`config.mk`:
```
export PLATFORM = sky130hd
export DESIGN_NAME = blt_div
export DESIGN_NICKNAME = d
export VERILOG_FILES = /design/src/hw/rtl/blinking_led_event_tracker_defines.svh /design/src/hw/rtl/blt_pkg.sv /design/src/hw/rtl/blt_div.sv
export SDC_FILE = /design/constraint.sdc
export NUM_CORES = 1
export LEC_CHECK = 0
export ABC_CLOCK_PERIOD_IN_PS = 2210
export BUFFER_PORTS_ARGS = -buffer_cell sky130_fd_sc_hd__buf_2
export CAP_MARGIN = 20
export CORE_MARGIN = 5
export CORE_UTILIZATION = 40
export CTS_CLUSTER_DIAMETER = 100
export CTS_CLUSTER_SIZE = 25
export DETAILED_ROUTE_END_ITERATION = 10
export GPL_TIMING_DRIVEN = 0
export HOLD_SLACK_MARGIN = 0.05
export PLACE_DENSITY_LB_ADDON = 0.12
export RECOVER_POWER = 100
export SYNTH_ARGS = -nofsm -noshare
export SYNTH_HDL_FRONTEND = slang
export SYNTH_SLANG_ARGS = --single-unit
```
`constraint.sdc`:
```
create_clock -name clk -period 2.21 [get_ports clk]
set_input_delay 0.442 -clock clk [delete_from_list [all_inputs] [get_ports clk]]
set_output_delay 0.442 -clock clk [all_outputs]
set_load 0.02 [all_outputs]
```
`src/hw/rtl/blinking_led_event_tracker_defines.svh`:
```
// assertion macros for the blinking led event tracker
// no dependencies; included by files that carry assertions
`ifndef BLINKING_LED_EVENT_TRACKER_DEFINES_SVH
`define BLINKING_LED_EVENT_TRACKER_DEFINES_SVH

// same-cycle implication, quiet during reset
`define BLT_ASSERT_IMP(name, clk_s, rst_s, ante, cons) \
  name: assert property (@(posedge clk_s) disable iff (rst_s) (ante) |-> (cons)) \
    else $error("same-cycle check failed");

// next-cycle implication, quiet during reset
`define BLT_ASSERT_NXT(name, clk_s, rst_s, ante, cons) \
  name: assert property (@(posedge clk_s) disable iff (rst_s) (ante) |=> (cons)) \
    else $error("next-cycle check failed");

`endif

```
`src/hw/rtl/blt_pkg.sv`:
```
// shared types, constants and helper functions of the blinking led event tracker
// no dependencies
package blt_pkg;

  localparam int SENSOR_SIZE = 128;
  localparam int COORD_W     = $clog2(SENSOR_SIZE);
  localparam int STAMP_WIDTH = 32;
  localparam int FRAC_BITS   = 16;
  localparam int MAP_DEPTH   = SENSOR_SIZE * SENSOR_SIZE;
  localparam int MAP_AW      = $clog2(MAP_DEPTH);
  localparam int POS_W       = COORD_W + FRAC_BITS;
  localparam int WGT_W       = FRAC_BITS + 1;
  localparam int PROD_W      = WGT_W + POS_W;
  localparam int CFG_IDX_W   = 3;
  localparam int CFG_DATA_W  = 17;
  localparam int RECIP6      = 43691;

  localparam logic [WGT_W-1:0] ONE_F       = WGT_W'(1) << FRAC_BITS;
  localparam logic [POS_W-1:0] POS_MAX     = POS_W'(127) << FRAC_BITS;
  localparam logic [POS_W-1:0] POS_X_RESET = POS_W'(64) << FRAC_BITS;
  localparam logic [POS_W-1:0] POS_Y_RESET = POS_W'(35) << FRAC_BITS;

  localparam logic [15:0] PERIOD_RESET    = 16'd1000;
  localparam logic [7:0]  JITTER_RESET    = 8'd5;
  localparam logic [16:0] GAIN_RESET      = 17'd52429;
  localparam logic [16:0] THRESH_RESET    = 17'd45875;
  localparam logic [3:0]  RELATCH_RESET   = 4'd10;
  localparam logic [7:0]  MIN_MATCH_RESET = 8'd5;

  typedef enum logic [CFG_IDX_W-1:0] {
    CFG_DRIVE_ENABLE,
    CFG_BLINK_PERIOD,
    CFG_GAP_TOLERANCE,
    CFG_BLEND_GAIN,
    CFG_MATCH_THRESHOLD,
    CFG_RELATCH_INTERVAL,
    CFG_MIN_MATCHES
  } cfg_idx_t;

  typedef enum logic [3:0] {
    ST_IDLE, ST_GAP, ST_DIV,
    ST_M1, ST_M2, ST_M3, ST_M4, ST_M5, ST_M6, ST_M7, ST_M8, ST_M9, ST_M10
  } state_t;

  typedef struct packed {
    logic        start;
    logic [7:0]  dividend;
    logic [15:0] divisor;
  } div_req_t;

  function automatic logic [WGT_W-1:0] dist_weight(input logic [COORD_W-1:0] coord,
                                                   input logic [POS_W-1:0] pos);
    logic [POS_W-1:0] c;
    logic [POS_W-1:0] d;
    c = {coord, FRAC_BITS'(0)};
    d = (c >= pos) ? c - pos : pos - c;
    return ONE_F - WGT_W'(d >> 7);
  endfunction

  function automatic logic signed [15:0] x_speed(input logic [7:0] x);
    int xi;
    int n;
    int r;
    logic [31:0] qm;
    xi = int'(x);
    qm = '0;
    if (xi <= 20) begin
      r = (xi - 40) * 256;
    end else if (xi <= 50) begin
      r = xi * 128 - 30 * 256;
    end else if (xi <= 80) begin
      n  = 512 * xi - 21277;
      qm = 32'(n) * 32'(RECIP6);
      r  = int'(qm >> 18) - 2000;
    end else if (xi <= 110) begin
      r = xi * 128 - 35 * 256;
    end else if (xi <= 130) begin
      r = (xi - 90) * 256;
    end else begin
      r = 40 * 256;
    end
    return signed'(16'(r));
  endfunction

  function automatic logic signed [15:0] y_speed(input logic [COORD_W-1:0] y);
    int yi;
    int r;
    yi = int'(y);
    if (yi <= 20) begin
      r = -60 * 256;
    end else if (yi <= 30) begin
      r = yi * 1408 - 170 * 256;
    end else if (yi <= 40) begin
      r = (yi - 35) * 256;
    end else if (yi <= 50) begin
      r = yi * 1408 - 215 * 256;
    end else begin
      r = 60 * 256;
    end
    return signed'(16'(r));
  endfunction

endpackage

```
`src/hw/rtl/blt_div.sv`:
```
// restoring divider, one quotient bit per cycle, fractional quotient of a/b with a < b
// depends on blt_pkg
module blt_div import blt_pkg::*; (
  input  logic                 clk,
  input  logic                 rst,
  input  div_req_t             req,
  output logic                 done,
  output logic [FRAC_BITS-1:0] quot
);

  localparam int CNT_W = $clog2(FRAC_BITS + 1);

  logic              busy;
  logic [CNT_W-1:0]  cnt;
  logic [15:0]       rem;
  logic [15:0]       divisor;
  logic [16:0]       shifted;
  logic              fits;

  assign shifted = {rem, 1'b0};
  assign fits    = shifted >= {1'b0, divisor};

  always_ff @(posedge clk) begin
    if (rst) begin
      busy <= 1'b0;
      done <= 1'b0;
      cnt  <= '0;
    end else begin
      done <= busy && (cnt == CNT_W'(1));
      if (req.start) begin
        busy    <= 1'b1;
        cnt     <= CNT_W'(FRAC_BITS);
        rem     <= {8'd0, req.dividend};
        divisor <= req.divisor;
      end else if (busy) begin
        cnt  <= cnt - CNT_W'(1);
        busy <= cnt != CNT_W'(1);
        rem  <= fits ? 16'(shifted - {1'b0, divisor}) : shifted[15:0];
        quot <= {quot[FRAC_BITS-2:0], fits};
      end
    end
  end

endmodule
```
## After elaboration in Yosys (flattened, before gate mapping)

Index checks and enable logic that the tools add are counted.
W data, S select, Z words.

| word-level totals | value |
|---|---|
| flip-flop bits (word level) | 55 |
| input bits | 27 |
| output and inout bits | 17 |
| logic and storage cells | 28 |

| cells by class | value |
|---|---|
| add/sub/neg operators | 2 |
| $lt $le $gt $ge | 1 |
| equal/unequal tests | 2 |
| muxes and demuxes | 7 |
| bitwise logic cells | 2 |
| reductions and logical operators | 6 |

Operators by type and width:

| cell | count |
|---|---|
| $mux W16 | 2 |
| $ge A17 B16 Y1 | 1 |
| $sub A16 B16 Y16 | 1 |
| $mux W5 | 2 |
| $mux W8 | 1 |
| $eq A5 B1 Y1 const B | 1 |
| $ne A5 B1 Y1 const B | 1 |
| $sub A5 B1 Y5 const B | 1 |
| $reduce_and A2 Y1 | 2 |
| $reduce_and A3 Y1 | 1 |
| $mux W1 | 2 |
| $not A1 Y1 | 2 |
| $reduce_bool A2 Y1 | 1 |
| $reduce_or A2 Y1 | 1 |
| $logic_and A1 B1 Y1 | 1 |

## Depth between registers and ports, before layout

Gate-level depths: netlist of run 1.

| logic depth | value |
|---|---|
| word-level depth | 4 |
| depth in mapped cells | 10 |
| mapped depth without buffers | 10 |

## Least setup slack after synthesis of run 1

No wires, ideal clock.

| timing | value |
|---|---|
| kind | flip-flop to flip-flop |
| start | register rem[13] |
| end | register rem[12], data pin |
| setup time | 0.267 ns |
| arrival | 2.104 ns |
| required time | 1.943 ns |
| path slack | -0.161 ns |
| stages on the path, launching flop included | 8 |
| path buffers | 0 |
| clock period less this slack | 2.371 ns |
| cell sequence | edfxtp_1 ha_1 and4_4 and3b_4 a2111oi_4 nand2_4 o21ai_0 o22ai_1 |

| on the way | value |
|---|---|
| cells in the longest elaborated chain, start to end | 3 |

RTL lines:

| what | line | source |
|---|---|---|
| from (decl) | blt_div.sv:15 | `logic [15:0] rem;` |
| from (signal assigned) | blt_div.sv:33 | `rem <= {8'd0, req.dividend};` |
| from (signal assigned) | blt_div.sv:38 | `rem <= fits ? 16'(shifted - {1'b0, divisor}) : shifted[15:0];` |
| $ge A17 B16 Y1 | blt_div.sv:21 | `assign fits = shifted >= {1'b0, divisor};` |
| $mux W16 | blt_div.sv:38 |  |
| $mux W16 | blt_div.sv:35 | `end else if (busy) begin` |

No other way between the ends. The select of a mux whose other input is x is not followed.
A chain may end at the register's enable or synchronous reset.

## Worst setup path in the final report of run 1

| timing | value |
|---|---|
| start | register rem[12] |
| end | register rem[1], data pin |

| on the way | value |
|---|---|
| cells in the longest elaborated chain, start to end | 4 |

RTL lines:

| what | line | source |
|---|---|---|
| $ge A17 B16 Y1 | blt_div.sv:21 |  |
| via fits | blt_div.sv:18 | `logic fits;` |
| $mux W16 | blt_div.sv:38 |  |
| $mux W16 | blt_div.sv:35 |  |
| $mux W8 | blt_div.sv:30 | `if (req.start) begin` |

The timed path passes the listed nets, and every way through them passes these cells. The select of a mux whose other input is x is not followed.

==> impl_metrics.toml, run 1 <==
[drt]
first_pass_iters = 6
viasPerCell = 5.30
drt-total-wl_mm = 7.21
drtAntennaViolNets = 0
num_vias = 2254
remaining_drc_errors = 0
wire_per_inst_microns = 17.0
drt_iter0_drc = 84

[die]
die_width_microns = 95.7
io_pins = 44
coreArea_sq_um = 7210
fp.dieArea_sq_um = 9160
fp-row-count = 31
dieHeight_microns = 95.7
start_util = 0.407

[setup_path]
required_ns = 2.36
crit_type = "reg2reg"
arrival_ns = 2.47
critPathMaxFanout = 6
critPathCaptureType = "register"
critPathLaunchType = "register"

[timing]
drv_slew = 0
min_period_ns = 2.32
fmax_ghz = 0.430
worst_pin_slew_ns = 0.718
finClkSkew_ns = 0.00800
finalSetupViolations = 15
rsz0062_at_grt = "yes"
slew_headroom = 0.522
setup_slack_ns = -0.113
min_period_over_period = 1.05
final_hold_viol_count = 0

[synth]
yosys.area.top_type = "edfxtp_1"
synth_cells = 256
ys_types = 51
synth_edf_count = 48
yosysWarnings = 0
syn_area_sq_um = 2940
syn-num-nets = 302
synth-seq-cells = 55
netlist.area_leader.share = 0.491
ys_seq_area_frac = 0.538
syn_avg_cell_area_sq_um = 11.5
synthArstFlopShare = 0
synth_area_leaders = "edfxtp_1 49%, ha_1 7.7%, dfxtp_1 4.8%"
synth_ff_type = "edfxtp_1"

[global_routing]
grt_start_max_net_pins = 19
grt_pass1_vias = 2324
antenna_found_initial = 0
grt_pass1_wl_mm = 11.5
grt_usage = 0.164
grt_overflow_total = 0

[clock_tree]
clk_latency_ns = 0.31
h-tree-depth = 2
cts_buffer_depth = 2
root_buffer = "clkbuf_8"
cts_tree = "built"
clk_pin_slew_ns = 0.11
cts_made_buffers = 5
cts_sinks = 55
cts_hold_buf = 0

[placement]
dpl.cell_count = 398
port_buffers = 42
place_hpwl_mm = 4.77
gp_routability_congestion = 0.853

[final_layout]
drive_gt1_frac = 0.353
layout.nets = 371
antenna_cells = 0
utilization = 0.553
instances_no_fill = 425
area_delta_synth_final_pct = 35.9

[power]
p_sw_w = 0.000893
swShare = 0.321
cellPowerDensity_nw_per_um2 = 697
combPwrFrac = 0.331
cellInternalPower_w = 0.00189
clockPowerShare = 0.211
ir_drop_mv = 0.306
pwr-share-seq = 0.458
p_leak_nw = 1.45

[outcome]
outcome = "complete, but fails checks"
violations = "setup timing"

[hold_path]
min-delay-path-class = "in2reg"

[job]
cap_viol_max_count = 0
## cell type report
class	count	area, sq um
Fill cell	652	3220
Multi-Input combinational cell	173	1700
Sequential cell	55	1580
Timing Repair Buffer	62	374
Tap cell	99	124
Inverter	23	91.3
Clock buffer	5	68.8
Buffer	5	27.5
Clock inverter	3	21.3
## power by group through the flow
stage / clock [W] / combinational, W / sequential (W)
6_report: 0.000587 / 0.000920 / 0.00128
5_1_grt: 0.000643 / 0.000997 / 0.00128
4_1_cts: 0.000603 / 0.000851 / 0.00127
3_5_place_dp: 0 / 0.000664 / 0.00129
3_3_place_gp: 0 / 0.000654 / 0.00129
2_1_floorplan: 0 / 0.000502 / 0.00129
## timing repair
item                       in CTS  in global routing
setup buffers                  17                  1
resized for setup              57                 13
setup endpoints to repair      33                 33
gates cloned                    2                  0
pin swaps                      18                  6
## layer usage
metal	track usage	part of all wire	up-vias
met5	0	0	-
met1	0.216	0.46	1104
li1	-	-	1097
met4	0.0533	0.016	0
met3	0.0360	0.044	8
met2	0.266	0.48	45
## state kept, by name (all words and copies together) (netlist names)
signal	count
busy	1
quot	16
rem	16
done	1
cnt	5
divisor	16
## through the flow
stage	TNS, ns	total power (W)	cell area (sq um)	setup WS (ns)	hold slack [ns]
2_1_floorplan	-0.0940	0.00179	3030	-0.0222	0.469
3_3_place_gp	-37.20	0.00194	3370	-0.920	0.424
3_5_place_dp	-17.37	0.00196	3380	-0.461	0.428
4_1_cts	-0.439	0.00273	3920	-0.0654	0.285
5_1_grt	-2.42	0.00292	3990	-0.194	0.278
6_report	-1.06	0.00278	3990	-0.113	0.293
## cells in the final DEF (no fill, tap or decap), drive strengths merged, types with 9 or more instances in the layout
cell	instances
o21ai	10
nor2	13
inv	24
xnor2	10
ha	18
clkbuf	26
nand2	20
buf	46
edfxtp	48
a21oi	17
nand3	9
## final timing paths
path	startpoint	endpoint	slack, ns	depth (start not counted)
hold reg to reg	quot[10]$_DFFE_PP_	quot[11]$_DFFE_PP_	0.46	0
setup / recovery	rem[12]$_SDFFCE_PP0P_	rem[1]$_DFFE_PP_	-0.11	9
setup reg to reg	rem[12]$_SDFFCE_PP0P_	rem[1]$_DFFE_PP_	-0.11	9
hold / removal	req[7]	divisor[7]$_DFFE_PP_	0.29	1
## logic make-up after synthesis
family          Yosys count  share of synthesized area
xor+xnor                 13                     0.0388
fa+ha+maj                19                     0.0835
buf+inv                  29                     0.0383
compound gates           70                      0.172
simple gates             70                      0.129
flops                    55                      0.538
## Yosys cell counts, types with 2 or more instances
cell type and n:
edfxtp_1 48, inv_1 21, ha_1 18, nand2_1 18, a21oi_1 17, nor2_1 12
o21ai_0 10, xnor2_1 10, nand3_1 9, dfxtp_1 7, nor3_1 7, nor2b_1 6
a21o_1 5, o22ai_1 5, a31oi_1 4, clkbuf_1 4, o21a_1 4, nand4_1 3
o31ai_1 3, xor2_1 3, a2111oi_0 2, a211oi_1 2, a31o_2 2, and2_1 2
and3_1 2, nor4_1 2, nor4b_1 2, o211a_1 2, o21bai_1 2, o311ai_0 2
or3_1 2
## critical path, stage by stage (launching register included)
cell,delay (ns)
edfxtp_1,0.45
ha_4,0.27
and4_4,0.19
and3b_4,0.19
a2111oi_4,0.31
buf_6,0.20
nand2_8,0.09
nor2_8,0.19
inv_6,0.07
a311oi_2,0.20
No activity file was read; power rests on OpenSTA's default activity.
==> run 2: changes to the inputs <==
--- a/config.mk
+++ b/config.mk
@@ -9,7 +9,7 @@
 export BUFFER_PORTS_ARGS = -buffer_cell sky130_fd_sc_hd__buf_2
 export CAP_MARGIN = 20
 export CORE_MARGIN = 5
-export CORE_UTILIZATION = 40
+export CORE_UTILIZATION = 51
 export CTS_CLUSTER_DIAMETER = 100
 export CTS_CLUSTER_SIZE = 25
 export DETAILED_ROUTE_END_ITERATION = 10
==> run 2 against run 1 <==
The run still ends with setup timing left. First-iteration DRC count grew 32%. Sequential cell count stayed put. Global-route usage grew 3.1 points. Critical path type unchanged. Routed wire length shrank 2.7%. Non-clock buffer count fell by 1. Die area fell by 19%. Sequential power about the same.
==> impl_metrics.toml, run 2 (same netlist as run 1, synthesis figures left out) <==
[clock_tree]
cts_made_buffers = 5
cts_hold_buf = 0
cts_sinks = 55
root_buffer = "clkbuf_8"
clk_pin_slew_ns = 0.11
h-tree-depth = 2
cts_buffer_depth = 2
cts_tree = "built"
clk_latency_ns = 0.31

[power]
p_leak_nw = 1.44
cellPowerDensity_nw_per_um2 = 707
ir_drop_mv = 0.398
p_sw_w = 0.000892
pwr-share-seq = 0.458
swShare = 0.321
combPwrFrac = 0.334
cellInternalPower_w = 0.00189
clockPowerShare = 0.209

[die]
fp.dieArea_sq_um = 7380
dieHeight_microns = 85.9
die_width_microns = 85.9
start_util = 0.530
io_pins = 44
coreArea_sq_um = 5540
fp-row-count = 27

[setup_path]
critPathCaptureType = "register"
required_ns = 2.26
critPathMaxStageDelay_ns = 0.46
arrival_ns = 2.47
slowest_stage = "a2111oi_4"
crit_type = "reg2reg"
critPathLaunchType = "register"
critPathMaxFanout = 5
cp_cell_sequence = "ha_4 > and4_4 > and3b_4 > a2111oi_4 > nand2_4 > buf_6 > o211ai_1 > a21oi_1"

[timing]
slew_headroom = 0.373
drv_slew = 0
fin_tns_setup_ns = -2.37
whs_ns = 0.299
finalSetupViolations = 33
fmax_ghz = 0.414
rsz0062_at_grt = "yes"
worst_pin_slew_ns = 0.939
min_period_over_period = 1.09
final_hold_viol_count = 0
finClkSkew_ns = 0.00906
min_period_ns = 2.42
setup_slack_ns = -0.207

[placement]
place_hpwl_mm = 4.51
port_buffers = 42
gp_routability_congestion = 0.872
postPlaceCellArea_sq_um = 3350

[drt]
viasPerCell = 5.66
remaining_drc_errors = 0
wire_per_inst_microns = 17.7
drt_iter0_drc = 111
num_vias = 2243
first_pass_iters = 4
drt-total-wl_mm = 7.02
drtAntennaViolNets = 0

[global_routing]
grt_pass1_wl_mm = 11.3
grt_overflow_total = 0
grt_usage = 0.194
antenna_found_initial = 0
grt_start_max_net_pins = 19
grt_pass1_vias = 2356

[final_layout]
area_delta_synth_final_pct = 33.9
layout.nets = 369
n_fill_cell = 400
final_cell_mix = "48 x edfxtp_1, 25 x buf_2, 20 x clkbuf_1, 17 x inv_1, 16 x nand2_1"
fin_area_sq_um = 3930
drive_gt1_frac = 0.358
regArea_sq_um = 1580
multi_input_area_sq_um = 1680
reg_top3 = "divisor x16, quot x16, rem x16"
final_common_cell = "edfxtp_1"
utilization = 0.710
antenna_cells = 0

[hold_path]
min-delay-path-class = "in2reg"

[outcome]
violations = "setup timing"
outcome = "complete, but fails checks"

[job]
cap_viol_max_count = 0
-- run 2: cell types whose count changed in the layout (fill, tap and decap cells not counted), sizes merged --
cell,change
inv,-1
nand2,-1
clkinv,+1
clkbuf,-1
-- run 2: path summary, 6_finish.rpt --
| path | to | depth (start not counted) | startpoint | slack, ns |
|---|---|---|---|---|
| worst min-delay path | divisor[7]$_DFFE_PP_ | 1 | req[7] | 0.30 |
| worst min register to register | quot[10]$_DFFE_PP_ | 0 | quot[9]$_DFFE_PP_ | 0.46 |
| worst max register to register | rem[8]$_SDFFCE_PP0P_ | 8 | rem[10]$_SDFFCE_PP0P_ | -0.21 |
| worst max-delay path | rem[8]$_SDFFCE_PP0P_ | 8 | rem[10]$_SDFFCE_PP0P_ | -0.21 |
-- run 2: power groups by stage --
stage	combinational, W	sequential (W)	clock [W]
2_1_floorplan	0.000502	0.00129	0
3_3_place_gp	0.000647	0.00129	0
3_5_place_dp	0.000660	0.00129	0
4_1_cts	0.000849	0.00127	0.000592
5_1_grt	0.00100	0.00128	0.000643
6_report	0.000928	0.00127	0.000580
-- run 2: critical path: cells and delay by family, from the launching register on --
family	cells	cell delay [ns]
AND/OR/NAND/NOR	3	0.56
buffers and inverters	1	0.16
AO/OA/AOI/OAI	3	0.74
adder cells (fa/ha/maj)	1	0.26
flip-flops	1	0.45
-- run 2: metrics by stage --
stage	total power, W	std cells	setup WS, ns
after floorplan	0.00179	256	-0.0222
after global placement	0.00193	370	-0.906
after detailed placement	0.00195	371	-0.483
after CTS	0.00271	393	-0.147
after global routing	0.00293	396	-0.279
final	0.00278	396	-0.207
-- run 2: layer usage --
layer / part of all wire / track usage / vias to the layer above
met2: 0.51 / 0.341 / 50
met3: 0.041 / 0.0394 / 11
met4: 0.014 / 0.0676 / 0
met1: 0.43 / 0.235 / 1090
li1: - / - / 1092
met5: 0 / 0 / -
-- run 2: area by class of cell --
| cell class | count | area share |
|---|---|---|
| well taps | 72 | 0.0229 |
| flip-flops and latches | 55 | 0.402 |
| clock inverters | 3 | 0.00605 |
| inverters | 23 | 0.0232 |
| clock buffers | 5 | 0.0175 |
| repair buffers | 61 | 0.0945 |
| plain buffers | 5 | 0.00668 |
| multi-input cells | 172 | 0.427 |
-- run 2: timing repair --
action,CTS,global route
resized for setup,51,16
setup endpoints to repair,33,33
buffers inserted,15,3
pin swaps,23,10
